--- src/rtl/tksel_pkg.sv ---
// ----------------------------------------------------------------------------
// tksel_pkg
// shared types and constants of the top-k threshold selector
// ----------------------------------------------------------------------------
package tksel_pkg;

  localparam int MAX_ENTRIES = 16;
  localparam int LIST_LIMIT  = (MAX_ENTRIES < 16) ? MAX_ENTRIES : 16;
  localparam int IDX_W       = (LIST_LIMIT > 1) ? $clog2(LIST_LIMIT) : 1;
  localparam int CNT_W       = $clog2(LIST_LIMIT + 1);

  localparam int SCORE_W = 32;
  localparam int TAG_W   = 16;
  localparam int RANK_W  = 4;
  localparam int KEEP_W  = 5;
  localparam int CFG_W   = 5;

  localparam logic signed [SCORE_W-1:0] MOST_NEG   = {1'b1, {(SCORE_W-1){1'b0}}};
  localparam logic [KEEP_W-1:0]         KEEP_RESET = KEEP_W'(8);

  typedef enum logic {
    REG_KEEP_COUNT    = 1'b0,
    REG_USE_THRESHOLD = 1'b1
  } reg_index_t;

  typedef enum logic {
    KIND_OFFER = 1'b0,
    KIND_CLOSE = 1'b1
  } kind_t;

  typedef enum logic [2:0] {
    ST_IDLE,
    ST_OFFER,
    ST_CLOSE,
    ST_EMIT,
    ST_RESULT
  } state_t;

  typedef struct packed {
    logic load;
    logic offer;
    logic close;
    logic shift;
    logic emit;
    logic result;
  } tksel_cmd_t;

  typedef struct packed {
    logic is_close;
    logic empty;
    logic last_entry;
  } tksel_sts_t;

endpackage

--- src/rtl/top_k_threshold_selector_core.sv ---
// ----------------------------------------------------------------------------
// top_k_threshold_selector_core
// keeps the best scored items of an iteration in a sorted list
// ----------------------------------------------------------------------------
// input channel (in_valid/in_ready): kind 0 offers score/item_tag, kind 1
// closes the iteration. output channel (out_valid/out_ready) returns one
// beat per offer (accepted), and one beat per kept entry in rank order on a
// close, or a single empty beat when the list is empty. last_of_run marks
// the final beat of each input.
// an offer runs as accept, then the parallel compare-and-shift over all
// list cells, then the result beat; the next input is taken the cycle
// after that beat goes out. a close emits one beat per kept entry in
// rank order, one per cycle while out_ready is high, paced by the list
// shifting up one cell per emitted beat.
// in_ready is low while a result is pending; a stalled receiver holds the
// block with its result steady. reset empties the list, sets threshold and
// best score to the most negative value, keep_count to 8 and threshold
// mode off. cfg_we writes keep_count (index 0) or use_threshold (index 1).
// ----------------------------------------------------------------------------
module top_k_threshold_selector_core (
  input  logic                                 clk,
  input  logic                                 rst,
  input  logic                                 cfg_we,
  input  logic                                 cfg_index,
  input  logic [tksel_pkg::CFG_W-1:0]          cfg_data,
  input  logic                                 in_valid,
  output logic                                 in_ready,
  input  logic                                 kind,
  input  logic signed [tksel_pkg::SCORE_W-1:0] score,
  input  logic [tksel_pkg::TAG_W-1:0]          item_tag,
  output logic                                 out_valid,
  input  logic                                 out_ready,
  output logic                                 accepted,
  output logic                                 entry_valid,
  output logic signed [tksel_pkg::SCORE_W-1:0] entry_score,
  output logic [tksel_pkg::TAG_W-1:0]          entry_tag,
  output logic [tksel_pkg::RANK_W-1:0]         entry_rank,
  output logic                                 last_of_run,
  output logic signed [tksel_pkg::SCORE_W-1:0] best_score,
  output logic [tksel_pkg::TAG_W-1:0]          best_tag,
  output logic                                 best_changed,
  output logic signed [tksel_pkg::SCORE_W-1:0] threshold_score
);
  import tksel_pkg::*;

  tksel_cmd_t cmd;
  tksel_sts_t sts;

  tksel_ctrl u_ctrl (
    .clk       (clk),
    .rst       (rst),
    .in_valid  (in_valid),
    .in_ready  (in_ready),
    .out_valid (out_valid),
    .out_ready (out_ready),
    .cmd       (cmd),
    .sts       (sts)
  );

  tksel_datapath u_datapath (
    .clk             (clk),
    .rst             (rst),
    .cfg_we          (cfg_we),
    .cfg_index       (cfg_index),
    .cfg_data        (cfg_data),
    .kind            (kind),
    .score           (score),
    .item_tag        (item_tag),
    .cmd             (cmd),
    .sts             (sts),
    .accepted        (accepted),
    .entry_valid     (entry_valid),
    .entry_score     (entry_score),
    .entry_tag       (entry_tag),
    .entry_rank      (entry_rank),
    .last_of_run     (last_of_run),
    .best_score      (best_score),
    .best_tag        (best_tag),
    .best_changed    (best_changed),
    .threshold_score (threshold_score)
  );

endmodule

--- src/rtl/tksel_ctrl.sv ---
// ----------------------------------------------------------------------------
// tksel_ctrl
// sequencer: takes one beat, runs the offer or close, hands out the results
// ----------------------------------------------------------------------------
module tksel_ctrl (
  input  logic                clk,
  input  logic                rst,
  input  logic                in_valid,
  output logic                in_ready,
  output logic                out_valid,
  input  logic                out_ready,
  output tksel_pkg::tksel_cmd_t cmd,
  input  tksel_pkg::tksel_sts_t sts
);
  import tksel_pkg::*;

  state_t state;
  state_t state_next;

  always_ff @(posedge clk) begin
    if (rst) begin
      state <= ST_IDLE;
    end else begin
      state <= state_next;
    end
  end

  always_comb begin
    state_next = state;
    case (state)
      ST_IDLE: begin
        if (in_valid) begin
          state_next = sts.is_close ? ST_CLOSE : ST_OFFER;
        end
      end
      ST_OFFER: begin
        state_next = ST_RESULT;
      end
      ST_CLOSE: begin
        state_next = sts.empty ? ST_RESULT : ST_EMIT;
      end
      ST_EMIT: begin
        if (out_ready && sts.last_entry) begin
          state_next = ST_IDLE;
        end
      end
      ST_RESULT: begin
        if (out_ready) begin
          state_next = ST_IDLE;
        end
      end
      default: begin
        state_next = ST_IDLE;
      end
    endcase
  end

  always_comb begin
    in_ready   = (state == ST_IDLE);
    out_valid  = (state == ST_EMIT) || (state == ST_RESULT);
    cmd        = '0;
    cmd.load   = (state == ST_IDLE) && in_valid;
    cmd.offer  = (state == ST_OFFER);
    cmd.close  = (state == ST_CLOSE);
    cmd.shift  = (state == ST_EMIT) && out_ready;
    cmd.emit   = (state == ST_EMIT);
    cmd.result = (state == ST_RESULT);
  end

  a_no_overlap: assert property (@(posedge clk) disable iff (rst)
    !(in_ready && out_valid))
    else $error("input taken while a result is pending");

  a_offer_path: assert property (@(posedge clk) disable iff (rst)
    (in_valid && in_ready && !sts.is_close) |=> (state == ST_OFFER))
    else $error("offer beat did not start an offer");

  a_run_end: assert property (@(posedge clk) disable iff (rst)
    (state == ST_EMIT && out_ready && sts.last_entry) |=> (state == ST_IDLE) && sts.empty)
    else $error("close run did not end with an empty list");

endmodule

--- src/rtl/tksel_datapath.sv ---
// ----------------------------------------------------------------------------
// tksel_datapath
// sorted list cells with parallel compare and shift, threshold and best score
// ----------------------------------------------------------------------------
module tksel_datapath (
  input  logic                                 clk,
  input  logic                                 rst,
  input  logic                                 cfg_we,
  input  logic                                 cfg_index,
  input  logic [tksel_pkg::CFG_W-1:0]          cfg_data,
  input  logic                                 kind,
  input  logic signed [tksel_pkg::SCORE_W-1:0] score,
  input  logic [tksel_pkg::TAG_W-1:0]          item_tag,
  input  tksel_pkg::tksel_cmd_t                cmd,
  output tksel_pkg::tksel_sts_t                sts,
  output logic                                 accepted,
  output logic                                 entry_valid,
  output logic signed [tksel_pkg::SCORE_W-1:0] entry_score,
  output logic [tksel_pkg::TAG_W-1:0]          entry_tag,
  output logic [tksel_pkg::RANK_W-1:0]         entry_rank,
  output logic                                 last_of_run,
  output logic signed [tksel_pkg::SCORE_W-1:0] best_score,
  output logic [tksel_pkg::TAG_W-1:0]          best_tag,
  output logic                                 best_changed,
  output logic signed [tksel_pkg::SCORE_W-1:0] threshold_score
);
  import tksel_pkg::*;

  logic signed [SCORE_W-1:0] ks [LIST_LIMIT];
  logic [TAG_W-1:0]          kt [LIST_LIMIT];
  logic [CNT_W-1:0]          count;
  logic signed [SCORE_W-1:0] thr;
  logic signed [SCORE_W-1:0] best_v;
  logic [TAG_W-1:0]          best_t;
  logic                      changed;
  logic                      acc;
  logic [IDX_W-1:0]          rank;
  logic [KEEP_W-1:0]         keep;
  logic                      use_thr;
  logic                      in_kind;
  logic signed [SCORE_W-1:0] in_score;
  logic [TAG_W-1:0]          in_tag;

  logic [CNT_W-1:0]          cap;
  logic [CNT_W-1:0]          count_m1;
  logic [CNT_W-1:0]          n_eff;
  logic [CNT_W-1:0]          pos;
  logic [CNT_W-1:0]          rank_p1;
  logic [LIST_LIMIT-1:0]     gt;
  logic [LIST_LIMIT-1:0]     ge;
  logic                      full;
  logic                      low_gt;
  logic                      ok;
  logic signed [SCORE_W-1:0] low_score;
  logic                      improve;

  // configuration registers
  always_ff @(posedge clk) begin
    if (rst) begin
      keep    <= KEEP_RESET;
      use_thr <= 1'b0;
    end else if (cfg_we) begin
      case (cfg_index)
        REG_KEEP_COUNT:    keep    <= cfg_data[KEEP_W-1:0];
        REG_USE_THRESHOLD: use_thr <= cfg_data[0];
        default: ;
      endcase
    end
  end

  always_ff @(posedge clk) begin
    if (cmd.load) begin
      in_kind  <= kind;
      in_score <= score;
      in_tag   <= item_tag;
    end
  end

  always_comb begin
    if (keep == '0) begin
      cap = CNT_W'(1);
    end else if (keep > KEEP_W'(LIST_LIMIT)) begin
      cap = CNT_W'(LIST_LIMIT);
    end else begin
      cap = keep[CNT_W-1:0];
    end
  end

  always_comb begin
    for (int i = 0; i < LIST_LIMIT; i++) begin
      gt[i] = in_score > ks[i];
      ge[i] = in_score >= ks[i];
    end
  end

  assign count_m1  = count - 1'b1;
  assign full      = count >= cap;
  assign low_gt    = (count != '0) && gt[count_m1[IDX_W-1:0]];
  assign low_score = ks[count_m1[IDX_W-1:0]];
  assign ok        = (!full || low_gt) && (!use_thr || (in_score > thr));
  assign n_eff     = full ? (cap - 1'b1) : count;
  assign improve   = ks[0] > best_v;
  assign rank_p1   = CNT_W'(rank) + 1'b1;

  // insertion point: first entry the new score meets or beats
  always_comb begin
    pos = n_eff;
    for (int i = LIST_LIMIT - 1; i >= 0; i--) begin
      if (ge[i] && (CNT_W'(i) < n_eff)) begin
        pos = CNT_W'(i);
      end
    end
  end

  for (genvar g = 0; g < LIST_LIMIT; g++) begin : g_cell
    always_ff @(posedge clk) begin
      if (cmd.offer && ok) begin
        if (CNT_W'(g) == pos) begin
          ks[g] <= in_score;
          kt[g] <= in_tag;
        end else if (g > 0 && CNT_W'(g) > pos && CNT_W'(g) <= n_eff) begin
          ks[g] <= ks[(g > 0) ? g - 1 : 0];
          kt[g] <= kt[(g > 0) ? g - 1 : 0];
        end
      end else if (cmd.shift && g < LIST_LIMIT - 1) begin
        ks[g] <= ks[(g < LIST_LIMIT - 1) ? g + 1 : g];
        kt[g] <= kt[(g < LIST_LIMIT - 1) ? g + 1 : g];
      end
    end
  end

  always_ff @(posedge clk) begin
    if (rst) begin
      count  <= '0;
      thr    <= MOST_NEG;
      best_v <= MOST_NEG;
      best_t <= '0;
    end else if (cmd.offer) begin
      if (ok) begin
        count <= n_eff + 1'b1;
      end
    end else if (cmd.close) begin
      if (count != '0) begin
        if (use_thr) begin
          thr <= low_score;
        end
        if (improve) begin
          best_v <= ks[0];
          best_t <= kt[0];
        end
      end
    end else if (cmd.shift && sts.last_entry) begin
      count <= '0;
    end
  end

  always_ff @(posedge clk) begin
    if (cmd.offer) begin
      acc <= ok;
    end else if (cmd.close) begin
      acc     <= 1'b0;
      changed <= (count != '0) && improve;
      rank    <= '0;
    end else if (cmd.shift) begin
      rank <= rank_p1[IDX_W-1:0];
    end
  end

  always_comb begin
    sts.is_close   = (kind == KIND_CLOSE);
    sts.empty      = (count == '0);
    sts.last_entry = (rank_p1 == count);
  end

  always_comb begin
    accepted        = cmd.result && acc;
    entry_valid     = cmd.emit;
    entry_score     = cmd.emit ? ks[0] : '0;
    entry_tag       = cmd.emit ? kt[0] : '0;
    entry_rank      = cmd.emit ? RANK_W'(rank) : '0;
    last_of_run     = cmd.result || sts.last_entry;
    best_score      = best_v;
    best_tag        = best_t;
    best_changed    = cmd.emit && changed;
    threshold_score = thr;
  end

  a_count_cap: assert property (@(posedge clk) disable iff (rst)
    count <= CNT_W'(LIST_LIMIT))
    else $error("list count beyond its storage");

  a_thr_mode: assert property (@(posedge clk) disable iff (rst)
    (cmd.close && !use_thr) |=> $stable(thr))
    else $error("threshold moved with threshold mode off");

  a_kind_held: assert property (@(posedge clk) disable iff (rst)
    cmd.offer |-> (in_kind == KIND_OFFER))
    else $error("offer run on a close beat");

endmodule
--- config.mk ---
export PLATFORM = sky130hd
export DESIGN_NAME = top_k_threshold_selector_core
export DESIGN_NICKNAME = d
export VERILOG_FILES = /design/src/rtl/tksel_pkg.sv /design/src/rtl/top_k_threshold_selector_core.sv /design/src/rtl/tksel_ctrl.sv /design/src/rtl/tksel_datapath.sv
export SDC_FILE = /design/constraint.sdc
export NUM_CORES = 2
export LEC_CHECK = 0
export BUFFER_PORTS_ARGS = -buffer_cell sky130_fd_sc_hd__buf_4
export CORE_UTILIZATION = 25
export CTS_BUF_LIST = sky130_fd_sc_hd__clkbuf_8
export CTS_CLUSTER_SIZE = 28
export DETAILED_ROUTE_END_ITERATION = 16
export GPL_TIMING_DRIVEN = 0
export SYNTH_ARGS = -nofsm -noshare
export SYNTH_HDL_FRONTEND = slang
export SYNTH_HIERARCHICAL = 1
export SYNTH_SLANG_ARGS = --single-unit
--- constraint.sdc ---
create_clock -name clk -period 6.9 [get_ports clk]
set_input_delay 0 -clock clk [delete_from_list [all_inputs] [get_ports clk]]
set_output_delay 0 -clock clk [all_outputs]
set_load 0.01 [all_outputs]
==> impl_metrics.json <==
{
  "finalNonFillerCells": 10218,
  "crit_type": "reg -> reg",
  "design.die.area_um2": 250000,
  "rows": 182,
  "ys_seq_area_share_pct": 42.8,
  "layout.core_utilization_pct": 30.3,
  "warnings_from_yosys": 6,
  "routedWlPerCell_um": 27.7,
  "clk_latency_ns": 0.96,
  "unrepaired_setup_endpoints_after_global_routing": "no",
  "placement.setup.worst_slack_ns": -2.17,
  "areaGrowthSynthToFinish_pct": 20.4,
  "initialDrtViolationCount": 8268,
  "setup_tns_ns": -18.66,
  "cts_buffers": 161,
  "final.min_clock_period_ns": 7.15,
  "postLayoutSetupSlackWorst_ns": -0.254,
  "violations": "setup timing",
  "ys_dominant_reg_cell": "edfxtp_1",
  "fp.dieW_um": 500,
  "outcome": "finished, violations left",
  "slew_headroom_pct": 6.68,
  "detailedPlacementHpwl_um": 214000,
  "worst_hold_startpoint": "in_valid",
  "critPathCaptureType": "register",
  "vias_in_the_first_global_route": 55044,
  "count_of_state_elements_after_synthesis": 916,
  "nets": 7423,
  "final-hold-violation-count": 0,
  "setup_viol_count_final": 235,
  "hold_path_depth": 3,
  "clock-root-buffer": "clkbuf_8",
  "netlist_instances": 6126,
  "clock_tree.htree_level_count": 4,
  "worst_hold_slack_ns": 0.241,
  "synth_top_cell_by_area": "edfxtp_1",
  "final.setup_skew_ns": 0.0417,
  "report.final.slew_viol_count": 0,
  "required_ns": 7.53,
  "yosys-top-cells-area": "edfxtp_1 (40%), ha_1 (12%), nand2_1 (6.6%)",
  "viasPerCell": 5.54,
  "timing.critical_path.fanout_max": 17,
  "pwr_density_cell_nw_per_um2": 218,
  "synthesis.area_per_instance_um2": 10.1,
  "layout.cells.most_common_list": "nand2_1 (1089), edfxtp_1 (822), inv_1 (663)",
  "clock_path_buffers": 3,
  "grt_first_pass_wirelength_um": 394000,
  "gp_routability_congestion": 1.00,
  "achievable-frequency_mhz": 140,
  "die_height_um": 500,
  "layout-drive-gt1-share_pct": 14.0,
  "route.antenna.remaining_nets": 0,
  "holdPathEnd": "u_datapath/in_score[12]",
  "globalRoute.totalOverflow": 0,
  "worst_r2r_path_depth": 19,
  "r2r_slack_ns": -0.25,
  "cts_num_sinks": 916,
  "firstDrtPassIters": 9,
  "vdd_drop_max_mv": 0.188,
  "area_of_the_mapped_netlist_um2": 62000,
  "synth_cell_type_count": 92,
  "reg2reg_from": "u_datapath/count[0]",
  "p_leak_nw": 27.8,
  "port_buffers": 196,
  "effective_utilization_at_floorplan_pct": 25.2,
  "detail_route.drc_violations": 0,
  "drt-total-wl_um": 283000,
  "timing.hold.worst.class": "in -> reg",
  "num_vias": 56639,
  "worst_ep_arrival_time_ns": 7.79,
  "grt_start_max_net_pins": 49,
  "cts.reportedPaths.clkPinSlew_ns": 0.08,
  "post-place-cells": 9658,
  "critical_path.cell_chain": "inv_1, clkbuf_2, ha_1, nor2b_1, o21ai_1, a31o_2, buf_2, buf_2, nand2_1, o32ai_4, a211o_1, o2111ai_1, a31oi_1, or2_0, clkbuf_1, o21ai_0, o21ai_4, buf_16, buf_16",
  "syn_nets": 6774,
  "synth-edff-count": 822,
  "maxCapViolations": 0,
  "antenna_found_initial": 37,
  "reg2reg_to": "u_datapath/kt[0][70]",
  "crit_path_max_incr_delay_ns": 0.70,
  "io_pins": 198,
  "final_min_period_over_clock_period_pct": 104,
  "cts_tree": "yes",
  "final_common_cell": "nand2_1",
  "yosysTopAreaCellShare_pct": 39.8,
  "grt_usage_pct": 21.9,
  "placeableCoreArea_um2": 246000,
  "crit_slowest_cell": "a31oi_1",
  "critPathLaunchType": "register",
  "slew_at_the_pin_with_the_worst_max_slew_slack_ns": 1.40,
  "synth-async-reset-ratio_pct": 0
}
## power breakdown
part | switching, mW | internal, mW
Sequential | 0.300 | 6.46
Clock | 2.60 | 2.39
Combinational | 2.87 | 1.62
Total | 5.77 | 10.5
## cell usage after synthesis, types with 22 or more instances
cell type / count
a211oi_1: 38
a21o_1: 43
a21oi_1: 340
a221o_1: 24
and2_1: 68
buf_1: 30
buf_2: 67
clkbuf_1: 210
dfxtp_1: 94
edfxtp_1: 822
ha_1: 588
inv_1: 609
mux2_2: 51
mux2i_1: 265
mux4_2: 160
nand2_1: 1093
nand3_1: 120
nand4_1: 117
nor2_1: 187
nor2b_1: 33
nor3_1: 37
nor4_1: 26
o211ai_1: 161
o21a_1: 22
o21ai_0: 258
o21ai_1: 72
o221ai_1: 282
## how the worst max path moves through the flow
| stage | startpoint | end | slack, ns | cells past startpoint |
|---|---|---|---|---|
| after CTS | u_datapath/in_score[31] | u_datapath/ks[13][27] | -0.03 | 15 |
| after floorplan | u_datapath/in_score[31] | u_datapath/ks[0][0] | -0.48 | 12 |
| after global routing | u_datapath/count[0] | u_datapath/ks[8][10] | 0.009 | 21 |
| after global placement | u_datapath/count[0] | u_datapath/kt[0][8] | -6.52 | 17 |
| after detailed placement | u_datapath/in_score[27] | u_datapath/kt[1][24] | -2.17 | 13 |
| final | u_datapath/count[0] | u_datapath/kt[0][70] | -0.25 | 19 |
## timing repair
| action | CTS | global route |
|---|---|---|
| hold endpoints to repair | 114 | 0 |
| buffers inserted | 99 | 37 |
| cloned | 2 | 1 |
| endpoints found under the setup margin | 1488 | 457 |
| gates resized for setup | 57 | 20 |
| pin swaps | 6 | 3 |
| hold buffers | 127 | 0 |
## routing by layer
metal | track usage (%) | vias up | wire length [um]
met5 | 0.367 | - | 282
met4 | 8.31 | 24 | 11000
met3 | 7.10 | 635 | 39700
met2 | 31.7 | 3840 | 117000
met1 | 29.8 | 27893 | 116000
li1 | - | 24247 | -
## cell families after synthesis
kind of cell | count (synthesis) | synth area share (%)
adder cells (fa/ha/maj) | 588 | 11.9
AND/OR/NAND/NOR | 1787 | 12.8
AO/OA/AOI/OAI | 1403 | 15.3
multiplexers | 476 | 11.0
flip-flops | 916 | 42.8
buffers and inverters | 944 | 6.03
XOR/XNOR | 12 | 0.169
## state kept, by name, indices dropped and copies added, names as in the netlist
register                    cells
u_datapath/in_tag              16
u_ctrl/state                    3
u_datapath/threshold_score     32
u_datapath/count                5
u_datapath/rank                 4
u_datapath/best_tag            16
u_datapath/acc                  1
u_datapath/in_score            32
u_datapath/kt                 256
u_datapath/changed              1
u_datapath/keep                 5
u_datapath/ks                 512
u_datapath/best_score          32
u_datapath/use_thr              1
## stage by stage
step / instance area, um^2 / power (mW)
final: 74700 / 16.2
after global routing: 74600 / 16.7
after CTS: 74100 / 16.0
after detailed placement: 68300 / 10.7
after global placement: 67600 / 10.6
after floorplan: 62000 / 9.08
## worst max-delay path, delay by kind of cell (launching register included)
kind | cells | cell delay, ns
AOI/OAI and AO/OA | 8 | 3.40
buffers and inverters | 7 | 1.91
DFF | 1 | 0.59
and+or+nand+nor | 3 | 0.43
adders and majority gates | 1 | 0.41
## area by class of cell
cell class	count	area, um^2
inverter	613	2310
buffer	330	1460
clock inverter	122	704
clock buffer	162	2230
fill	25590	172000
timing repair buffer	484	5040
tap	3312	4140
antenna	10	25.0
timing repair inverter	1	5.00
sequential	916	26600
multi-input combinational	4268	32200
(Power assumes the default switching activity.)
